==> src/rtl/tbnm_pkg.sv <==
// Shared types and constants of the tolerance-box nearest-match block.
package tbnm_pkg;

  // Fixed field widths.
  localparam int ID_W       = 16;
  localparam int TOL_W      = 8;
  localparam int CEIL_W     = 18;
  localparam int MODE_W     = 2;
  localparam int CFG_IDX_W  = 4;
  localparam int CFG_DATA_W = 18;
  localparam int SQ_W       = 2 * TOL_W;

  // Reset values of the configuration registers.
  localparam logic [TOL_W-1:0]  TOL_RESET  = TOL_W'(5);
  localparam logic [CEIL_W-1:0] CEIL_RESET = CEIL_W'(999);

  // Register indexes of the configuration port.
  localparam logic [CFG_IDX_W-1:0] CFG_TOLERANCE = CFG_IDX_W'(0);
  localparam logic [CFG_IDX_W-1:0] CFG_CEILING   = CFG_IDX_W'(1);

  // Operation carried by an input item.
  typedef enum logic [MODE_W-1:0] {
    MODE_LOAD  = 2'd0,
    MODE_QUERY = 2'd1,
    MODE_CLEAR = 2'd2
  } mode_e;

  // Sequencer states.
  typedef enum logic [1:0] {
    ST_IDLE,
    ST_SCAN,
    ST_DRAIN,
    ST_DONE
  } state_e;

  // Control from the sequencer to the scoring pipeline.
  typedef struct packed {
    logic clear_best;
    logic rd_valid;
  } scan_ctrl_t;

  // Best match held by the scoring pipeline.
  typedef struct packed {
    logic            found;
    logic [ID_W-1:0] id;
  } match_t;

endpackage

==> src/rtl/tbnm_score.sv <==
// Scoring pipeline: window test, squared distance and running best over one scan.
module tbnm_score import tbnm_pkg::*; #(
  parameter int FEAT_W  = 12,
  parameter int ENTRY_W = 64
) (
  input  logic                 clk_i,
  input  logic                 rst_ni,
  input  scan_ctrl_t           ctrl_i,
  input  logic [ENTRY_W-1:0]   entry_i,
  input  logic [4*FEAT_W-1:0]  query_i,
  input  logic [TOL_W-1:0]     tolerance_i,
  input  logic [CEIL_W-1:0]    ceiling_i,
  output logic                 busy_o,
  output match_t               best_o
);

  localparam int CMP_W = (FEAT_W > TOL_W) ? FEAT_W : TOL_W;

  logic [FEAT_W-1:0] diff      [4];
  logic [3:0]        lane_in;
  logic [TOL_W-1:0]  d1_q      [4];
  logic              v1_q;
  logic              in1_q;
  logic [ID_W-1:0]   id1_q;
  logic [SQ_W-1:0]   sq2_q     [4];
  logic              v2_q;
  logic              in2_q;
  logic [ID_W-1:0]   id2_q;
  logic [CEIL_W-1:0] sum;
  logic [CEIL_W-1:0] best_d, best_q;
  match_t            match_d, match_q;

  // Stage one: absolute differences and the window test per feature.
  always_comb begin
    for (int k = 0; k < 4; k++) begin
      diff[k] = (entry_i[k*FEAT_W +: FEAT_W] >= query_i[k*FEAT_W +: FEAT_W])
              ? entry_i[k*FEAT_W +: FEAT_W] - query_i[k*FEAT_W +: FEAT_W]
              : query_i[k*FEAT_W +: FEAT_W] - entry_i[k*FEAT_W +: FEAT_W];
      lane_in[k] = CMP_W'(diff[k]) <= CMP_W'(tolerance_i);
    end
  end

  // Inside the window every difference fits the tolerance width, so only those bits go on.
  always_ff @(posedge clk_i) begin
    for (int k = 0; k < 4; k++) begin
      d1_q[k] <= TOL_W'(diff[k]);
    end
    in1_q <= &lane_in;
    id1_q <= entry_i[4*FEAT_W +: ID_W];
  end

  // Stage two: squares.
  always_ff @(posedge clk_i) begin
    for (int k = 0; k < 4; k++) begin
      sq2_q[k] <= d1_q[k] * d1_q[k];
    end
    in2_q <= in1_q;
    id2_q <= id1_q;
  end

  // Stage valid flags.
  always_ff @(posedge clk_i or negedge rst_ni) begin
    if (!rst_ni) begin
      v1_q <= 1'b0;
      v2_q <= 1'b0;
    end else begin
      v1_q <= ctrl_i.rd_valid;
      v2_q <= v1_q;
    end
  end

  // Stage three: sum of squares against the best so far; the earliest entry wins a tie.
  assign sum = CEIL_W'(sq2_q[0]) + CEIL_W'(sq2_q[1]) + CEIL_W'(sq2_q[2])
             + CEIL_W'(sq2_q[3]);

  always_comb begin
    best_d  = best_q;
    match_d = match_q;
    if (ctrl_i.clear_best) begin
      best_d  = ceiling_i;
      match_d = '0;
    end else if (v2_q && in2_q && (sum < best_q)) begin
      best_d        = sum;
      match_d.found = 1'b1;
      match_d.id    = id2_q;
    end
  end

  always_ff @(posedge clk_i or negedge rst_ni) begin
    if (!rst_ni) begin
      best_q  <= CEIL_RESET;
      match_q <= '0;
    end else begin
      best_q  <= best_d;
      match_q <= match_d;
    end
  end

  assign busy_o = v1_q | v2_q;
  assign best_o = match_q;

  // A squared item always came through stage one the cycle before.
  assert property (@(posedge clk_i) disable iff (!rst_ni) v2_q |-> $past(v1_q))
    else $error("stage two valid without stage one");
  // A candidate inside the window that beats the best so far is always recorded.
  assert property (@(posedge clk_i) disable iff (!rst_ni)
    (v2_q && in2_q && !ctrl_i.clear_best && sum < best_q) |=> match_q.found)
    else $error("better candidate not recorded");
  // Starting a scan empties the best match.
  assert property (@(posedge clk_i) disable iff (!rst_ni)
    ctrl_i.clear_best |=> (!match_q.found && match_q.id == '0))
    else $error("best match not cleared at scan start");

endmodule

==> config.mk <==
export PLATFORM = sky130hd
export DESIGN_NAME = tbnm_score
export DESIGN_NICKNAME = d
export VERILOG_FILES = /design/src/rtl/tbnm_pkg.sv /design/src/rtl/tbnm_score.sv
export SDC_FILE = /design/constraint.sdc
export NUM_CORES = 1
export LEC_CHECK = 0
export ABC_AREA = 1
export BUFFER_PORTS_ARGS = -buffer_cell sky130_fd_sc_hd__clkbuf_2
export CAP_MARGIN = 10
export CORE_MARGIN = 2
export CORE_UTILIZATION = 60
export CTS_CLUSTER_DIAMETER = 200
export DETAILED_ROUTE_END_ITERATION = 16
export HOLD_SLACK_MARGIN = 0.1
export MAX_ROUTING_LAYER = met4
export PLACE_DENSITY = 0.9
export SKIP_LAST_GASP = 1
export SLEW_MARGIN = 20
export SYNTH_ARGS = -nofsm -noshare
export SYNTH_HDL_FRONTEND = slang
export SYNTH_SLANG_ARGS = --single-unit
==> constraint.sdc <==
create_clock -name clk_i -period 7.5 [get_ports clk_i]
set_clock_uncertainty 0.2 [all_clocks]
set_input_delay 0.375 -clock clk_i [delete_from_list [all_inputs] [get_ports clk_i]]
set_output_delay 0.375 -clock clk_i [all_outputs]
set_load 0.03 [all_outputs]
# --- Word level (Yosys, flattened, before mapping) ---
# Memories as Yosys holds them, arrays and structs flattened.
# Cells that the tools add are included.
classes:
  reduce_logical: 4
  muxes: 8
  n_addsub: 11
  bitwise: 1
  order_cmp: 9
  n_mul: 4
ops:
  columns: ["cell", "count"]
  rows:
  - ["$sub A12 B12 Y12", 8]
  - ["$mul A8 B8 Y16", 4]
  - ["$ge A12 B12 Y1", 4]
  - ["$le A12 B8 Y1", 4]
  - ["$mux W12", 4]
  - ["$mux W18", 2]
  - ["$mux W17", 2]
  - ["$add A17 B16 Y18", 1]
  - ["$add A18 B16 Y18", 1]
  - ["$lt A18 B18 Y1", 1]
  - ["$add A16 B16 Y17", 1]
  - ["$reduce_and A4 Y1", 1]
  - ["$logic_and A1 B1 Y1", 2]
  - ["$reduce_bool A2 Y1", 1]
  - ["$or A1 B1 Y1", 1]
word_totals:
  ramBits: 96
  out_inout_bits: 18
  word_cells: 48
  input_bits: 142
  memories: 2
  regBits: 71
memory_table:
  columns: ["name", "depth", "word_bits", "rd", "rd_clocked_by_memory_dff", "write_ports", "line", "rtl"]
  rows:
  - ["sq2_q", 4, 16, 4, 0, 4, "tbnm_score.sv:25", "logic [SQ_W-1:0] sq2_q [4];"]
  - ["d1_q", 4, 8, 4, 0, 4, "tbnm_score.sv:21", "logic [TOL_W-1:0] d1_q [4];"]

# --- Logic depth before layout (Yosys ltp) ---
# Gate-level depths: netlist (run 1).
depth:
  ltp_word: 7
  ltp_mapped: 30

# --- Least setup slack after synthesis (run 1) ---
# No wires, ideal clock.
synth_timing:
  path_type: "reg-to-reg"
  from: "memory sq2_q[1][2] (netlist bit)"
  to: "register match_q, in the netlist best_o[0]"
  period_less_slack_ns: 4.461
  t_arrival_ns: 4.143
  path_buffers: 1
  path_slack_ns: 3.039
  path_stages_with_launch: 22
  cell_sequence: "dfxtp_1 -> inv_1 -> fa_1 -> inv_1 -> fa_1 -> inv_1 -> fa_1 -> o21a_1 -> o21ai_0 -> nand2_1 -> nand2_1 -> xor2_1 -> ha_1 -> a21oi_1 -> o21ai_0 -> a21oi_1 -> nand4_1 -> nand2_1 -> clkinv_1 -> buf_2 -> nand2_1 -> nand2_1"
synth_rtl:
  columns: ["element", "line", "rtl"]
  rows:
  - ["start: declaration", "tbnm_score.sv:25", null]
  - ["end signal: assignment", "tbnm_score.sv:95", "match_q <= match_d;"]
  - ["end: declaration", "tbnm_score.sv:31", "match_t match_d, match_q;"]

==> impl_metrics.csv, run 1 <==
group,metric,value,unit
outcome,status,"complete, no violations",
critical_path,r2r_start,"sq2_q[1][2]",
synthesis,synth_top_flop_cell,"dfxtp_1",
synthesis,netlist_top_cells_area,"ha_1 (18%), fa_1 (15%), dfxtp_1 (14%)",
global_route,antenna_found_initial,1,
drt,viasPerCell,5.324,
hold_path,hold_class,"in -> reg",
floorplan,start_util,60.86,%
clocking,root_buffer,"clkbuf_16",
drt,wire_per_inst,14.25,um
sta,tightest_slew,0.9402,ns
final_layout,nNetsFinal,3298,
global_route,grt_pass1_wl,75930,um
final_layout,stdcell_count,3155,
global_route,grt_max_degree,52,
sta,clock.fmax,200.5,MHz
final_layout,finalInstanceArea,20550,um2
place,hpwl,35890,um
critical_path,required,7.62,ns
synthesis,yosysWarnings,0,
clocking,cts-buffers-inserted,17,
critical_path,path_class,"reg -> reg",
drt,drt_iter0_drc,1180,
sta,min_period,4.986,ns
critical_path,crit_path_cell_trace,"inv_1 -> fa_1 -> inv_1 -> fa_1 -> inv_1 -> fa_1 -> o21a_1 -> o21ai_0 -> nand2_1 -> nand2_1 -> xor2_1 -> ha_1 -> a21oi_1 -> o21ai_0 -> a21oi_1 -> nand4_1 -> nand2_1 -> clkinv_1 -> nand2_1 -> nand2_1",
clocking,clk_path_buf_depth,2,
floorplan,boundaryPins,160,
sta,fin_crit_sh,66.49,%
synthesis,synth_cell_types,48,
sta,slew_headroom,37.25,%
drt,wirelength,44950,um
sta,worst_slack,2.514,ns
global_route,grt-ovfl-total,0,
clocking,htree_levels,4,
place,place.gp.congestion,0.9384,
floorplan,die_w,179.9,um
floorplan,row_count,64,
place,numPlacedInstances,3092,
global_route,track_usage,28.80,%
clocking,cts_tree,"done",
critical_path,crit_start,"sq2_q[1][2]",
synthesis,synthDominantCellAreaShare,18.40,%
synthesis,avgSynthCellArea,7.197,um2
job,cap_violations,0,
synthesis,ys_seq_area_share,18.63,%
floorplan,core_area,30510,um2
place,portBuffers,159,
synthesis,synth_edf_count,0,
synthesis,async_flop_share,22.70,%
synthesis,synthesis.area,18570,um2
synthesis,ys_seq_elements,163,
floorplan,die-area,32370,um2
drt,route.vias.total,16800,
drt,ant_nets,0,
sta,finalHoldViolCount,0,
place,dpl_cell_area,19660,um2
critical_path,cp-end-kind,"flip-flop",
clocking,post-cts-setup-buffers,0,
critical_path,timing.critical_path.buf_inv,4,
clocking,path_clk_slew,0.07,ns
final_layout,syn_to_final_growth,10.66,%
synthesis,yosysTopAreaCell,"ha_1",
sta,rsz0062_at_grt,"false",
final_layout,drive_gt1_share,8.122,%
sta,fin_setup_tns,0,ns
drt,dr.pass1.iters,6,
critical_path,worst-endpoint-arrival,5.11,ns
clocking,cts.sinks,163,
drt,drcViolationCount,0,
critical_path,crit_slowest_cell,"fa_1",
critical_path,critPathLaunchType,"flip-flop",
clocking,insertion_delay,0.44,ns
sta,setup_viol,0,
critical_path,critPathMaxFanout,17,
hold_path,min_from,"ceiling_i[2]",
synthesis,synth_cells,2580,
critical_path,critPathTopFamily,"adder cells",
floorplan,dieHeight,179.9,um
place,pre_cts_slack,2.523,ns
critical_path,crit_path_frequent_cell,"nand2_1",
global_route,grt_pass1_vias,16990,
critical_path,cp_slowest_stage_delay,0.54,ns
sta,drv_slew,0,
==> stage by stage <==
stage / util (%) / hold slack [ns]
5_1_grt: 67.35 / 0.1246
3_3_place_gp: 64.44 / 0.1146
6_report: 67.35 / 0.1064
3_5_place_dp: 64.44 / 0.1153
4_1_cts: 67.34 / 0.1019
2_1_floorplan: - / -0.1206
==> cell usage in the layout (no fill, tap or decap), types with 29 or more instances in the layout <==
master and count:
fa_1 138, dfrtp_1 29, nand3_1 106, a21oi_1 142, dfxtp_1 126, o21ai_0 91, xnor2_1 33, dlygate4sd3_1 30
xor2_1 67, ha_1 273, nor2_1 119, inv_1 617, nand2_1 651, clkbuf_2 159
==> final cells by class <==
| class | count | area [um2] |
|---|---|---|
| Fill cell | 2468 | 9962 |
| Multi-Input combinational cell | 1754 | 12580 |
| Sequential cell | 163 | 3458 |
| Clock buffer | 17 | 425.4 |
| Timing Repair Buffer | 190 | 1104 |
| Clock inverter | 15 | 157.7 |
| Antenna cell | 1 | 2.502 |
| Tap cell | 396 | 495.5 |
| Inverter | 619 | 2323 |
==> path summary, 6_finish.rpt <==
check	end	slack (ns)	cells after the start
max	best_o[8]	2.51	20
min	best_q[2]	0.11	5
max reg2reg	best_o[8]	2.51	20
min reg2reg	id2_q[2]	0.13	0
max in group asynchronous	v1_q	6.08	2
min in group asynchronous	best_q[4]	0.43	2
==> worst min-delay path, cell delays in order <==
cell and delay, ns:
clkbuf_2 0.08, nand2_1 0.05, o21ai_0 0.07, nand2_1 0.05
o21ai_0 0.08
==> sequential cells by signal, summed over array words and instances (netlist names) <==
| signal | count |
|---|---|
| sq2_q | 60 |
| d1_q | 32 |
| best_q | 18 |
| best_o | 17 |
| id1_q | 16 |
| id2_q | 16 |
| in1_q | 1 |
| in2_q | 1 |
| v1_q | 1 |
| v2_q | 1 |
==> routing by layer <==
metal | share of wire [%] | wire length (um) | GRT usage, % | up-vias
met5 | 0 | 0 | - | -
met4 | 4.3 | 1940 | 12.88 | 0
met3 | 5.9 | 2668 | 3.363 | 143
met2 | 50 | 22430 | 51.10 | 650
met1 | 40 | 17910 | 32.57 | 7798
li1 | - | - | - | 8205
==> repair_timing <==
action                    CTS  global route
hold buffers               30             0
hold endpoints to repair   58             0
resized for setup           0             0
==> Yosys cell counts, drive strengths merged, types with 4 or more instances <==
library cell / instances
nand2: 656
dfxtp: 126
a31oi: 6
clkbuf: 39
nand4: 27
nand3: 107
dfstp: 8
a21boi: 4
o21a: 9
fa: 138
nor3: 11
o2111ai: 4
xnor2: 33
inv: 618
xor2: 67
o21ai: 96
nor2: 126
a21o: 9
or2: 4
o21bai: 20
dfrtp: 29
ha: 273
buf: 8
a21oi: 143
==> logic make-up (layout without fill, tap and decap cells) <==
group,after synthesis,after routing,synth area share [%]
compound gates,298,298,8.969
xor+xnor,100,100,4.717
fa+ha+maj,411,411,33.27
buf+inv,666,841,13.68
flops,163,163,18.63
mux,3,3,0.1685
other cells,2,6,0.04045
simple gates,937,937,20.53
Power of run 1 is not shown: default switching activity piles up to over one toggle a cycle in this logic, so the estimate is an artifact.
==> run 2, diff against run 1 <==
- ABC_AREA: 1 -> 0
- CORE_UTILIZATION: 60 -> 56
- PLACE_DENSITY: 0.9 -> 0.89
- clock period: 7.5 -> 4 ns (I/O delays scaled with it)
==> run 2 against run 1 <==
  * The run now ends with setup timing left
  * Wire length up 55%
  * Sequential cell count unchanged
  * Core utilization up 12 points
  * Via count rose by 7.4%
  * Largest cell class unchanged
  * Highest routed layer unchanged
==> impl_metrics.csv, run 2 <==
group,metric,value,unit
final_layout,fillers,1722,
clocking,cts-buffers-inserted,17,
synthesis,synth.cells.most_frequent,"inv_1 (366), ha_1 (273), fa_1 (138)",
drt,viasPerCell,6.086,
sta,clock.fmax,185.3,MHz
sta,fin_crit_sh,134.9,%
synthesis,netlist_top_cells_area,"ha_1 (20%), fa_1 (16%), dfxtp_1 (14%)",
final_layout,largest_reg_flops,60,
final_layout,reg_top3,"sq2_q (60), d1_q (32), best_q (18)",
drt,dr.pass1.iters,11,
critical_path,worst-endpoint-arrival,5.51,ns
drt,route.vias.total,18050,
floorplan,dieHeight,180.6,um
outcome,violations,"setup timing",
clocking,root_buffer,"clkbuf_16",
synthesis,yosysTopAreaCell,"ha_1",
synthesis,async_flop_share,22.70,%
final_layout,largest_register,"sq2_q",
final_layout,finalInstanceArea,24300,um2
critical_path,cp_slowest_stage_delay,0.81,ns
synthesis,synth_top_flop_cell,"dfxtp_1",
sta,tightest_slew,1.049,ns
global_route,grt_pass1_wl,94220,um
drt,wirelength,69820,um
final_layout,nNetsFinal,3108,
floorplan,start_util,56.91,%
critical_path,crit_path_cell_trace,"inv_1 -> fa_1 -> fa_1 -> inv_1 -> ha_1 -> nand2_1 -> a2111oi_4 -> o31ai_2 -> a21oi_2 -> xor2_1 -> ha_1 -> a21oi_2 -> nor2b_1 -> o21ai_1 -> o211ai_1 -> a21oi_4 -> buf_4 -> buf_12 -> buf_16 -> mux2i_1 -> o21ai_0",
sta,slew_headroom,30.07,%
synthesis,avgSynthCellArea,8.924,um2
place,portBuffers,159,
synthesis,synthDominantCellAreaShare,19.57,%
clocking,path_clk_slew,0.08,ns
global_route,grt_max_degree,53,
final_layout,final_common_cell,"buf_4",
critical_path,crit_slowest_cell,"fa_1",
floorplan,row_count,64,
clocking,insertion_delay,0.46,ns
critical_path,path_class,"reg -> reg",
critical_path,timing.critical_path.buf_inv,5,
critical_path,cp-end-kind,"flip-flop",
synthesis,yosysWarnings,0,
floorplan,core_area,30670,um2
final_layout,multi_input_area,13680,um2
critical_path,critPathLaunchType,"flip-flop",
synthesis,synthesis.area,17460,um2
final_layout,syn_to_final_growth,39.21,%
place,place.gp.congestion,0.9561,
sta,drv_slew,0,
job,cap_violations,0,
clocking,cts.sinks,163,
synthesis,synth_cell_types,72,
global_route,grt-ovfl-total,0,
drt,ant_nets,0,
synthesis,synth_edf_count,0,
place,dpl_cell_area,21610,um2
synthesis,synth.most_common_cell,"inv_1",
final_layout,layout_common_cells,"buf_4 (399), inv_1 (331), ha_1 (238), clkbuf_2 (159), fa_1 (116)",
synthesis,ys_seq_area_share,19.81,%
floorplan,boundaryPins,160,
global_route,track_usage,37.56,%
synthesis,ys_seq_elements,163,
sta,fin_setup_tns,-56.67,ns
floorplan,die-area,32600,um2
sta,min_period,5.395,ns
sta,setup_viol,63,
synthesis,synth_cells,1956,
place,numPlacedInstances,2833,
hold_path,hold_class,"in -> reg",
sta,rsz0062_at_grt,"true",
clocking,clk_path_buf_depth,2,
outcome,status,"finished with violations",
critical_path,required,4.12,ns
final_layout,drive_gt1_share,35.01,%
clocking,htree_levels,4,
critical_path,critPathTopFamily,"adder cells",
sta,finalHoldViolCount,0,
place,hpwl,37900,um
clocking,cts_tree,"done",
final_layout,stdcell_count,2965,
drt,drt_iter0_drc,1727,
floorplan,die_w,180.6,um
drt,drcViolationCount,0,
final_layout,seq_area,3551,um2
sta,worst_slack,-1.395,ns
global_route,antenna_found_initial,2,
drt,wire_per_inst,23.55,um
critical_path,critPathMaxFanout,8,
global_route,grt_pass1_vias,18770,
run 2: cell types whose count changed after synthesis, moves of 53 or more:
| cell | delta |
|---|---|
| and2_1 | +61 |
| inv_1 | -251 |
| mux2i_1 | +53 |
| nand2_1 | -535 |
| nand3_1 | -76 |
| xnor2_1 | +58 |
run 2: final cells by class:
cell class	instances	area share (%)
diodes	1	0.01030
clock buffers	17	1.751
clock inverters	15	0.7466
inverters	366	5.695
multi-input cells	1381	56.29
flip-flops and latches	163	14.61
well taps	396	2.039
repair buffers	626	18.85
run 2: worst reg2reg max path, cell delays in order, from the launching register on:
cell,delay (ns)
dfxtp_1,0.38
inv_1,0.09
fa_1,0.55
fa_1,0.81
inv_1,0.13
ha_1,0.38
nand2_1,0.12
a2111oi_4,0.32
o31ai_2,0.11
a21oi_2,0.15
xor2_1,0.19
ha_1,0.30
a21oi_2,0.19
nor2b_1,0.07
o21ai_1,0.14
o211ai_1,0.15
a21oi_4,0.17
buf_4,0.14
buf_12,0.12
buf_16,0.14
mux2i_1,0.25
o21ai_0,0.15
run 2: logic make-up (layout without fill, tap and decap cells):
logic type | Yosys count | in the layout | share of synthesized area, %
adder cells (fa/ha/maj) | 411 | 411 | 35.40
multiplexers | 69 | 69 | 4.057
flip-flops | 163 | 163 | 19.81
AO/OA/AOI/OAI | 353 | 353 | 13.48
AND/OR/NAND/NOR | 426 | 426 | 12.08
other | 2 | 6 | 0.04302
XOR/XNOR | 117 | 117 | 5.871
buffers and inverters | 415 | 1024 | 9.261
run 2: worst paths after layout:
check                             start          to  slack (ns)  cells past startpoint
hold reg to reg                id1_q[6]    id2_q[6]        0.13                      0
setup reg to reg           sq2_q[1][11]   best_q[7]       -1.40                     21
max in group asynchronous        rst_ni  best_o[16]        2.76                      2
setup / recovery           sq2_q[1][11]   best_q[7]       -1.40                     21
min in group asynchronous        rst_ni  best_q[11]        0.22                      2
hold / removal               query_i[1]  d1_q[0][1]        0.12                      4
run 2: metrics by stage:
step	utilization [%]	setup slack, ns	hold slack, ns
floorplan	-	-0.5798	-0.2956
global placement	70.45	-0.9167	0.1037
detailed placement	70.45	-1.104	0.1039
CTS	76.63	-0.9259	0.1062
global route	79.23	-1.539	0.1257
finish	79.23	-1.395	0.1170
run 2: layer usage:
metal	up-vias	share of wire, %	global-route usage [%]
met4	0	12	30.52
met3	673	11	7.862
met5	-	0	-
met1	8340	32	37.33
met2	1357	45	63.59
li1	7676	-	-
run 2: repair_timing:
action,in CTS,in global routing
hold endpoints to repair,71,0
gates cloned,2,2
pin swaps,80,105
resized for setup,151,135
setup buffers,34,24
setup endpoints to repair,59,63
hold buffers,43,0
Power of run 2 is left out for the same reason.
